**config.mk**
```make
export PLATFORM = sky130hd
export DESIGN_NAME = bfloat16_alu
export DESIGN_NICKNAME = d
export VERILOG_FILES = /design/src/design/bf16a_pkg.sv /design/src/design/bfloat16_alu.sv
export SDC_FILE = /design/constraint.sdc
export NUM_CORES = 2
export LEC_CHECK = 0
export BUFFER_PORTS_ARGS = -buffer_cell sky130_fd_sc_hd__buf_4
export CORE_AREA = 3 3 454 456
export CTS_CLUSTER_SIZE = 40
export DETAILED_ROUTE_END_ITERATION = 8
export DIE_AREA = 0 0 457 459
export SLEW_MARGIN = 20
export SYNTH_ARGS = -nofsm -noshare
export SYNTH_HDL_FRONTEND = slang
export SYNTH_SLANG_ARGS = --single-unit
```
**constraint.sdc**
```tcl
create_clock -name i_clk -period 28.7 [get_ports i_clk]
set_clock_uncertainty 0.1 [all_clocks]
set_input_delay 4.305 -clock i_clk [delete_from_list [all_inputs] [get_ports i_clk]]
set_output_delay 4.305 -clock i_clk [all_outputs]
set_load 0.02 [all_outputs]
```
**src/design/bf16a_pkg.sv**
```systemverilog
package bf16a_pkg;

    localparam int NumStages = 9;
    localparam int StepsPerStage = 4;
    localparam int Lat = NumStages + 1;
    localparam int ExpW = 11;

    localparam logic [15:0] QuietBit = 16'h0040;
    localparam logic [15:0] CanonNan = 16'h7FC0;
    localparam logic [15:0] MagMask = 16'h7FFF;
    localparam logic [14:0] ExpAll = 15'h7F80;

    typedef enum logic [3:0] {
        CMD_ADD     = 4'd0,
        CMD_SUB     = 4'd1,
        CMD_MUL     = 4'd2,
        CMD_DIV     = 4'd3,
        CMD_SQRT    = 4'd4,
        CMD_ABS     = 4'd5,
        CMD_LESS    = 4'd6,
        CMD_GREATER = 4'd7,
        CMD_EQUAL   = 4'd8
    } t_cmd;

    typedef enum logic [1:0] {
        KIND_ADD  = 2'd0,
        KIND_MUL  = 2'd1,
        KIND_DIV  = 2'd2,
        KIND_SQRT = 2'd3
    } t_kind;

    typedef struct packed {
        logic [8:0]  r;
        logic [27:0] q;
    } t_div;

    typedef struct packed {
        logic [30:0] r;
        logic [27:0] q;
        logic [9:0]  x;
    } t_sqrt;

    typedef struct packed {
        logic                   valid;
        logic                   special;
        logic [15:0]            spec_res;
        logic                   spec_flag;
        t_kind                  kind;
        logic                   sign;
        logic                   zsign;
        logic signed [ExpW-1:0] exp;
        logic [7:0]             ma;
        logic [7:0]             mb;
        logic [4:0]             add_d;
        logic                   add_sub;
        logic [27:0]            add_sum;
        logic [4:0]             add_lz;
        logic [15:0]            prod;
        t_div                   dv;
        t_sqrt                  sq;
        logic [26:0]            sig;
        logic                   sticky;
        logic                   ovf;
    } t_stage;

    function automatic logic [3:0] lzc8(input logic [7:0] v);
        logic [3:0] n;
        logic       found;
        n = 4'd0;
        found = 1'b0;
        for (int i = 7; i >= 0; i--) begin
            if (!found) begin
                if (v[i]) found = 1'b1;
                else n = n + 4'd1;
            end
        end
        return n;
    endfunction

    function automatic logic [4:0] lzc28(input logic [27:0] v);
        logic [4:0] n;
        logic       found;
        n = 5'd0;
        found = 1'b0;
        for (int i = 27; i >= 0; i--) begin
            if (!found) begin
                if (v[i]) found = 1'b1;
                else n = n + 5'd1;
            end
        end
        return n;
    endfunction

    // one restoring quotient bit
    function automatic t_div div_step(input t_div s, input logic [7:0] d);
        t_div       o;
        logic       take;
        logic [8:0] rem;
        take = s.r >= {1'b0, d};
        rem = take ? (s.r - {1'b0, d}) : s.r;
        o.q = {s.q[26:0], take};
        o.r = {rem[7:0], 1'b0};
        return o;
    endfunction

    // one restoring root bit, two radicand bits in
    function automatic t_sqrt sqrt_step(input t_sqrt s);
        t_sqrt       o;
        logic [30:0] rem;
        logic [30:0] trial;
        logic        take;
        rem = {s.r[28:0], s.x[9:8]};
        trial = {1'b0, s.q, 2'b01};
        take = rem >= trial;
        o.r = take ? (rem - trial) : rem;
        o.q = {s.q[26:0], take};
        o.x = {s.x[7:0], 2'b00};
        return o;
    endfunction

endpackage

```
**src/design/bfloat16_alu.sv**
```systemverilog
// bfloat16 arithmetic unit. Every arithmetic operation is carried out as
// float32 with round-to-nearest-even (subnormals kept) and cut to the upper
// 16 bits. A transaction is taken at each clock edge where start is high;
// busy never rises, so one operation enters every cycle. Its result appears
// on o_result and o_flag, registered after the last pipeline stage, with
// o_strobe high for exactly one cycle, in order; the receiver cannot stall
// and must take every result. The depth is set by the divide and square root
// recurrences, which produce four quotient or root bits per stage over seven
// stages; all operations use the same depth.
module bfloat16_alu import bf16a_pkg::*; (
    input  logic        i_clk,
    input  logic        i_rst_n,
    input  logic        start,
    output logic        busy,
    input  logic [3:0]  i_cmd,
    input  logic [15:0] i_operand_a,
    input  logic [15:0] i_operand_b,
    output logic        o_strobe,
    output logic [15:0] o_result,
    output logic        o_flag
);

    t_stage r_pipe [1:NumStages];
    t_stage n_pipe [1:NumStages];

    logic        r_strobe, r_flag;
    logic [15:0] r_result;
    logic        n_flag;
    logic [15:0] n_result;

    logic        sa, sb, sbe, sx;
    logic [7:0]  ea_f, eb_f, e_a1, e_b1, e_d;
    logic [6:0]  fa, fb;
    logic [7:0]  ra, rb;
    logic        a_nan, b_nan, a_inf, b_inf, a_zero, b_zero, a_big;
    logic [3:0]  lza, lzb;
    logic [7:0]  ma_n, mb_n;
    logic signed [ExpW-1:0] ea_n, eb_n, sq_p, sq_ps;
    logic [15:0] ka, kb;

    assign busy = 1'b0;

    assign sa = i_operand_a[15];
    assign sb = i_operand_b[15];
    assign sbe = sb ^ (i_cmd == CMD_SUB);
    assign sx = sa ^ sb;
    assign ea_f = i_operand_a[14:7];
    assign eb_f = i_operand_b[14:7];
    assign fa = i_operand_a[6:0];
    assign fb = i_operand_b[6:0];
    assign a_nan = i_operand_a[14:0] > ExpAll;
    assign b_nan = i_operand_b[14:0] > ExpAll;
    assign a_inf = i_operand_a[14:0] == ExpAll;
    assign b_inf = i_operand_b[14:0] == ExpAll;
    assign a_zero = i_operand_a[14:0] == 15'd0;
    assign b_zero = i_operand_b[14:0] == 15'd0;

    // raw significands for the adder, subnormals at exponent one
    assign ra = {ea_f != 8'd0, fa};
    assign rb = {eb_f != 8'd0, fb};
    assign e_a1 = (ea_f == 8'd0) ? 8'd1 : ea_f;
    assign e_b1 = (eb_f == 8'd0) ? 8'd1 : eb_f;
    assign a_big = i_operand_a[14:0] >= i_operand_b[14:0];
    assign e_d = a_big ? (e_a1 - e_b1) : (e_b1 - e_a1);

    // normalized significands for multiply, divide and root
    assign lza = lzc8({1'b0, fa});
    assign lzb = lzc8({1'b0, fb});
    assign ma_n = (ea_f != 8'd0) ? {1'b1, fa} : 8'({1'b0, fa} << lza);
    assign mb_n = (eb_f != 8'd0) ? {1'b1, fb} : 8'({1'b0, fb} << lzb);
    assign ea_n = (ea_f != 8'd0) ? $signed({3'b0, ea_f}) : (11'sd1 - $signed({7'b0, lza}));
    assign eb_n = (eb_f != 8'd0) ? $signed({3'b0, eb_f}) : (11'sd1 - $signed({7'b0, lzb}));

    assign sq_p = ea_n - 11'sd134;
    assign sq_ps = sq_p - (sq_p[0] ? 11'sd47 : 11'sd48);

    assign ka = sa ? ~i_operand_a : (i_operand_a | 16'h8000);
    assign kb = sb ? ~i_operand_b : (i_operand_b | 16'h8000);

    always_comb begin
        logic [27:0]            big28, sm28, mask28, al28, norm28;
        logic signed [ExpW-1:0] sh;
        logic [4:0]             sh5;
        logic [26:0]            mask27;

        // stage 1: decode, unpack, special operands, compares
        n_pipe[1] = '0;
        n_pipe[1].valid = start & ~busy;
        n_pipe[1].kind = KIND_ADD;
        case (i_cmd)
            CMD_ADD, CMD_SUB: begin
                n_pipe[1].kind = KIND_ADD;
                n_pipe[1].sign = a_big ? sa : sbe;
                n_pipe[1].zsign = sa & sbe;
                n_pipe[1].exp = $signed({3'b0, a_big ? e_a1 : e_b1});
                n_pipe[1].ma = a_big ? ra : rb;
                n_pipe[1].mb = a_big ? rb : ra;
                n_pipe[1].add_d = (e_d > 8'd31) ? 5'd31 : e_d[4:0];
                n_pipe[1].add_sub = sa ^ sbe;
                n_pipe[1].special = a_nan | b_nan | a_inf | b_inf;
                if (a_nan) n_pipe[1].spec_res = i_operand_a | QuietBit;
                else if (b_nan) n_pipe[1].spec_res = i_operand_b | QuietBit;
                else if (a_inf && b_inf)
                    n_pipe[1].spec_res = (sa != sbe) ? CanonNan : i_operand_a;
                else if (a_inf) n_pipe[1].spec_res = i_operand_a;
                else n_pipe[1].spec_res = {sbe, ExpAll};
            end
            CMD_MUL: begin
                n_pipe[1].kind = KIND_MUL;
                n_pipe[1].sign = sx;
                n_pipe[1].exp = ea_n + eb_n - 11'sd127;
                n_pipe[1].ma = ma_n;
                n_pipe[1].mb = mb_n;
                n_pipe[1].special = a_nan | b_nan | a_inf | b_inf | a_zero | b_zero;
                if (a_nan) n_pipe[1].spec_res = i_operand_a | QuietBit;
                else if (b_nan) n_pipe[1].spec_res = i_operand_b | QuietBit;
                else if ((a_inf && b_zero) || (a_zero && b_inf)) n_pipe[1].spec_res = CanonNan;
                else if (a_inf || b_inf) n_pipe[1].spec_res = {sx, ExpAll};
                else n_pipe[1].spec_res = {sx, 15'd0};
            end
            CMD_DIV: begin
                n_pipe[1].kind = KIND_DIV;
                n_pipe[1].sign = sx;
                n_pipe[1].exp = ea_n - eb_n + 11'sd127 - ((ma_n < mb_n) ? 11'sd1 : 11'sd0);
                n_pipe[1].ma = ma_n;
                n_pipe[1].mb = mb_n;
                n_pipe[1].dv.r = (ma_n < mb_n) ? {ma_n, 1'b0} : {1'b0, ma_n};
                n_pipe[1].special = a_nan | b_nan | a_inf | b_inf | a_zero | b_zero;
                if (a_nan) n_pipe[1].spec_res = i_operand_a | QuietBit;
                else if (b_nan) n_pipe[1].spec_res = i_operand_b | QuietBit;
                else if ((a_zero && b_zero) || (a_inf && b_inf)) n_pipe[1].spec_res = CanonNan;
                else if (a_inf || b_zero) n_pipe[1].spec_res = {sx, ExpAll};
                else n_pipe[1].spec_res = {sx, 15'd0};
            end
            CMD_SQRT: begin
                n_pipe[1].kind = KIND_SQRT;
                n_pipe[1].exp = 11'sd154 + (sq_ps >>> 1);
                n_pipe[1].sq.x = sq_p[0] ? {1'b0, ma_n, 1'b0} : {ma_n, 2'b00};
                n_pipe[1].special = a_nan | a_zero | sa | a_inf;
                if (a_nan) n_pipe[1].spec_res = i_operand_a | QuietBit;
                else if (a_zero) n_pipe[1].spec_res = i_operand_a;
                else if (sa) n_pipe[1].spec_res = CanonNan;
                else n_pipe[1].spec_res = i_operand_a;
            end
            CMD_ABS: begin
                n_pipe[1].special = 1'b1;
                n_pipe[1].spec_res = i_operand_a & MagMask;
            end
            CMD_LESS: begin
                n_pipe[1].special = 1'b1;
                n_pipe[1].spec_flag = !a_nan && !b_nan && !(a_zero && b_zero) && (ka < kb);
            end
            CMD_GREATER: begin
                n_pipe[1].special = 1'b1;
                n_pipe[1].spec_flag = !a_nan && !b_nan && !(a_zero && b_zero) && (ka > kb);
            end
            CMD_EQUAL: begin
                n_pipe[1].special = 1'b1;
                n_pipe[1].spec_flag = i_operand_a == i_operand_b;
            end
            default: begin
                n_pipe[1].special = 1'b1;
            end
        endcase

        // stages 2..8: recurrences, plus add and multiply in the early stages
        for (int k = 2; k <= NumStages - 1; k++) begin
            n_pipe[k] = r_pipe[k-1];
            for (int j = 0; j < StepsPerStage; j++) begin
                n_pipe[k].dv = div_step(n_pipe[k].dv, n_pipe[k].mb);
                n_pipe[k].sq = sqrt_step(n_pipe[k].sq);
            end
            big28 = {1'b0, r_pipe[k-1].ma, 19'd0};
            sm28 = {1'b0, r_pipe[k-1].mb, 19'd0};
            mask28 = (28'd1 << r_pipe[k-1].add_d) - 28'd1;
            al28 = (sm28 >> r_pipe[k-1].add_d) | {27'd0, |(sm28 & mask28)};
            norm28 = r_pipe[k-1].add_sum << r_pipe[k-1].add_lz;
            if (k == 2) begin
                n_pipe[k].add_sum = r_pipe[k-1].add_sub ? (big28 - al28) : (big28 + al28);
                n_pipe[k].prod = r_pipe[k-1].ma * r_pipe[k-1].mb;
            end
            if (k == 3) begin
                n_pipe[k].add_lz = lzc28(r_pipe[k-1].add_sum);
                if (r_pipe[k-1].kind == KIND_MUL) begin
                    if (r_pipe[k-1].prod[15]) begin
                        n_pipe[k].sig = {r_pipe[k-1].prod, 11'd0};
                        n_pipe[k].exp = r_pipe[k-1].exp + 11'sd1;
                    end else begin
                        n_pipe[k].sig = {r_pipe[k-1].prod[14:0], 12'd0};
                    end
                    n_pipe[k].sticky = 1'b0;
                end
            end
            if (k == 4 && r_pipe[k-1].kind == KIND_ADD) begin
                if (r_pipe[k-1].add_sum == 28'd0 && !r_pipe[k-1].special) begin
                    n_pipe[k].special = 1'b1;
                    n_pipe[k].spec_res = {r_pipe[k-1].zsign, 15'd0};
                end
                n_pipe[k].sig = norm28[27:1];
                n_pipe[k].sticky = norm28[0];
                n_pipe[k].exp = r_pipe[k-1].exp + 11'sd1 - $signed({6'd0, r_pipe[k-1].add_lz});
            end
            if (k == NumStages - 1) begin
                if (r_pipe[k-1].kind == KIND_DIV) begin
                    n_pipe[k].sig = n_pipe[k].dv.q[27:1];
                    n_pipe[k].sticky = n_pipe[k].dv.q[0] | (n_pipe[k].dv.r != 9'd0);
                end
                if (r_pipe[k-1].kind == KIND_SQRT) begin
                    n_pipe[k].sig = n_pipe[k].sq.q[27:1];
                    n_pipe[k].sticky = n_pipe[k].sq.q[0] | (n_pipe[k].sq.r != 31'd0);
                end
            end
        end

        // last stage: shift subnormal results down, flag overflow
        n_pipe[NumStages] = r_pipe[NumStages-1];
        sh = 11'sd1 - r_pipe[NumStages-1].exp;
        sh5 = (sh > 11'sd31) ? 5'd31 : sh[4:0];
        mask27 = (27'd1 << sh5) - 27'd1;
        n_pipe[NumStages].ovf = r_pipe[NumStages-1].exp >= 11'sd255;
        if (r_pipe[NumStages-1].exp <= 11'sd0) begin
            n_pipe[NumStages].sig = r_pipe[NumStages-1].sig >> sh5;
            n_pipe[NumStages].sticky = r_pipe[NumStages-1].sticky
                | (|(r_pipe[NumStages-1].sig & mask27));
            n_pipe[NumStages].exp = '0;
        end
    end

    // round to nearest even, pack, keep the upper half
    always_comb begin
        logic        up;
        logic [30:0] mag;
        logic [31:0] word;
        up = r_pipe[NumStages].sig[2] & (r_pipe[NumStages].sig[3] | r_pipe[NumStages].sig[1]
            | r_pipe[NumStages].sig[0] | r_pipe[NumStages].sticky);
        mag = {r_pipe[NumStages].exp[7:0], r_pipe[NumStages].sig[25:3]} + {30'd0, up};
        word = r_pipe[NumStages].ovf ? {r_pipe[NumStages].sign, 8'hFF, 23'd0}
                                     : {r_pipe[NumStages].sign, mag};
        if (r_pipe[NumStages].special) begin
            n_result = r_pipe[NumStages].spec_res;
            n_flag = r_pipe[NumStages].valid & r_pipe[NumStages].spec_flag;
        end else begin
            n_result = word[31:16];
            n_flag = 1'b0;
        end
    end

    always_ff @(posedge i_clk) begin
        r_result <= n_result;
        if (!i_rst_n) begin
            for (int k = 1; k <= NumStages; k++) r_pipe[k].valid <= 1'b0;
            r_strobe <= 1'b0;
            r_flag <= 1'b0;
        end else begin
            r_pipe <= n_pipe;
            r_strobe <= r_pipe[NumStages].valid;
            r_flag <= n_flag;
        end
    end

    assign o_strobe = r_strobe;
    assign o_result = r_result;
    assign o_flag = r_flag;

endmodule

```
==> impl_metrics.py <==
metrics = {
    "status": {
        "status": "complete, no violations",
    },
    "timing": {
        "tightestPinTransition_ns": 1.13,
        "hold_viol": 0,
        "max_slew_margin_pct": 22.9,
        "finalSetupViolCount": 0,
        "period_share_pct": 48.0,
        "worst_slack_ns": 14.92,
        "fmax_mhz": 72.5,
        "rsz0062_at_grt": "false",
        "report.final.slew_viol_count": 0,
        "tns_ns": 0,
        "period_needed_ns": 13.78,
    },
    "clocking": {
        "cts.sinks": 1028,
        "cts_buffer_depth": 3,
        "htree_num_levels": 3,
        "cts_tree": "built",
        "numCtsBuffers": 111,
        "clock-root-buffer": "clkbuf_16",
        "clkTransAtPathRegs_ns": 0.06,
        "holdBufCountCts": 0,
        "cts_resized": 0,
        "clock_latency_ns": 0.81,
        "cts_setup_buffers": 0,
    },
    "route": {
        "drt-wirelength-per-cell_um": 18.3,
        "drtAntennaViolNets": 0,
        "vias_per_cell": 5.59,
        "drc_errors": 0,
        "dr.pass1.iters": 9,
        "first_iter_violations": 4094,
        "wl_um": 205000,
        "vias": 62400,
    },
    "floorplan": {
        "die_w_um": 457,
        "start_util_pct": 39.9,
        "fp.dieArea_um2": 210000,
        "core.rowCount": 165,
        "die_h_um": 459,
        "io_pins": 58,
        "core_um2": 202000,
    },
    "job": {
        "maxCapViolCount": 0,
    },
    "global_routing": {
        "grt_pass1_wl_um": 328000,
        "track_usage_pct": 19.0,
        "grt_max_degree": 97,
        "antenna_found_initial": 2,
        "grt_overflow": 0,
        "first_global_vias": 61200,
    },
    "synth": {
        "synth_mux_area_share_pct": 5.49,
        "synth_edf_count": 1001,
        "yosysMostFrequentCell": "edfxtp_1",
        "synth_cell_type_count": 124,
        "yosysSeqAreaShare_pct": 37.9,
        "synthTopCellsByArea": "edfxtp_1 37%, ha_1 11%, xnor2_1 4.7%",
        "ys_ff_latch": 1028,
        "syn_area_um2": 80700,
        "synth_ff_type": "edfxtp_1",
        "yosysWarnings": 0,
        "synth_compound_area_share_pct": 17.2,
        "synth-xor-area-share_pct": 6.89,
        "ys_async_sr_fraction_pct": 0,
        "synthCells": 8444,
        "synth-simple-area-share_pct": 16.0,
        "synth_fa_ha_area_share_pct": 12.6,
        "yosysTopAreaCell": "edfxtp_1",
        "syn_area_per_cell_um2": 9.56,
        "synth_top_family_by_area": "compound AO/OA/AOI/OAI gates",
        "synthTopCellsByCount": "1,001 x edfxtp_1, 756 x nand2_1, 713 x ha_1",
        "netlist.area_leader.share_pct": 37.2,
    },
    "cells_and_area": {
        "nets": 9207,
        "area_growth_pct": 8.73,
        "fin_cells": 11200,
        "fillCellCount": 19000,
        "seq_area_um2": 30600,
        "drive_above_1_share_pct": 7.54,
        "multi_input_area_um2": 47000,
        "postLayoutCellArea_um2": 87800,
    },
    "critical_path": {
        "cp_slowest_cell": "o31ai_1",
        "timing.rr.start": "n_pipe[524]",
        "worstSetupEndpoint": "r_pipe[552]",
        "worstSetupEndpointType": "flop",
        "cp_data_arrival_time_ns": 14.15,
        "critical-path-top-delay-family": "compound AO/OA/AOI/OAI gates",
        "ff2ff_setup_slack_ns": 14.92,
        "worstSetupPathType": "flop to flop",
        "r2r_cells": 56,
        "critical_path.max_stage_delay_ns": 0.69,
        "cp.required_ns": 29.07,
        "cp.depth": 56,
        "regToRegEndpoint": "r_pipe[552]",
        "critical_path_peak_fanout": 44,
        "path_buf_inv": 7,
        "crit_start": "n_pipe[524]",
        "cp-start-kind": "flop",
    },
    "placed_design": {
        "hpwl_um": 159000,
        "placed_cell_area_um2": 83900,
        "gp_congestion": 0.908,
        "dp_slack_ns": 15.04,
        "numPortBuffers": 56,
        "dp_cells": 11000,
    },
    "worst_hold_path": {
        "min_path_type": "flop to flop",
    },
    "pwr": {
        "p_leak_nw": 35.2,
        "peakVddDrop_mv": 0.168,
        "p_per_area_nw_per_um2": 111,
        "total_power_mw": 9.77,
    },
}
[how the worst min path moves through the flow]
stage	cells past startpoint	startpoint	end	slack [ns]
2_1_floorplan	0	n_pipe[1302]	n_pipe[1066]	0.30
3_3_place_gp	0	n_pipe[582]	n_pipe[346]	0.30
3_5_place_dp	0	n_pipe[1908]	n_pipe[1668]	0.30
4_1_cts	0	n_pipe[688]	n_pipe[448]	0.25
5_1_grt	0	n_pipe[688]	n_pipe[448]	0.27
6_report	0	n_pipe[688]	n_pipe[448]	0.26
[metrics by stage]
step           hold slack (ns)  util, %
6_report                 0.261     43.4
3_3_place_gp             0.300     41.5
3_5_place_dp             0.305     41.5
2_1_floorplan            0.300        -
4_1_cts                  0.251     43.4
5_1_grt                  0.270     43.4
[kinds of logic after synthesis]
kind of cell,after synthesis
and+or+nand+nor,2634
AOI/OAI and AO/OA,2138
DFF,1028
buffers and inverters,844
adders and majority gates,778
xor gates and xnor gates,628
muxes,392
other,2
[cell usage in the layout, fill, tap and decap left out, drive strengths merged, types with 58 or more instances in the layout]
| master | n |
|---|---|
| clkbuf | 130 |
| edfxtp | 1001 |
| xor2 | 193 |
| nand2 | 760 |
| ha | 713 |
| fa | 58 |
| and2 | 127 |
| a211oi | 97 |
| nor4 | 75 |
| o31ai | 76 |
| nand4 | 82 |
| o21bai | 65 |
| clkinv | 62 |
| a21o | 210 |
| or3 | 68 |
| o21ai | 523 |
| nor2b | 124 |
| mux2 | 176 |
| xnor2 | 431 |
| nand3 | 155 |
| a21oi | 565 |
| o21a | 108 |
| mux2i | 193 |
| buf | 111 |
| inv | 563 |
| nor3 | 188 |
| nor2 | 690 |
| nand2b | 111 |
| and3 | 73 |
[state kept, by name, indices dropped and copies added (netlist names)]
signal and count:
r_pipe 404, n_pipe 606, o_strobe 1, o_flag 1, o_result 16
[final cells by class]
cell class	count	share of cell area (%)
Antenna cell	1	0.00285
Timing Repair Buffer	111	0.962
Tap cell	2672	3.81
Multi-Input combinational cell	6576	53.6
Clock buffer	130	3.28
Sequential cell	1028	34.9
Clock inverter	76	1.09
Inverter	569	2.43
[power by group]
group	leakage (nW)	switching, mW	internal (mW)	total (mW)
registers	9.84	0.166	2.17	2.34
clock network	1.87	0.618	0.861	1.48
logic	23.5	3.22	2.74	5.96
total	35.2	4.01	5.77	9.77
[layer usage]
layer  GRT usage (%)  part of all wire (%)
met1            25.2                    45
met3            2.05                   3.8
met4            6.44                   3.2
met5               0                     0
met2            32.5                    48
(Power assumes the default switching activity.)
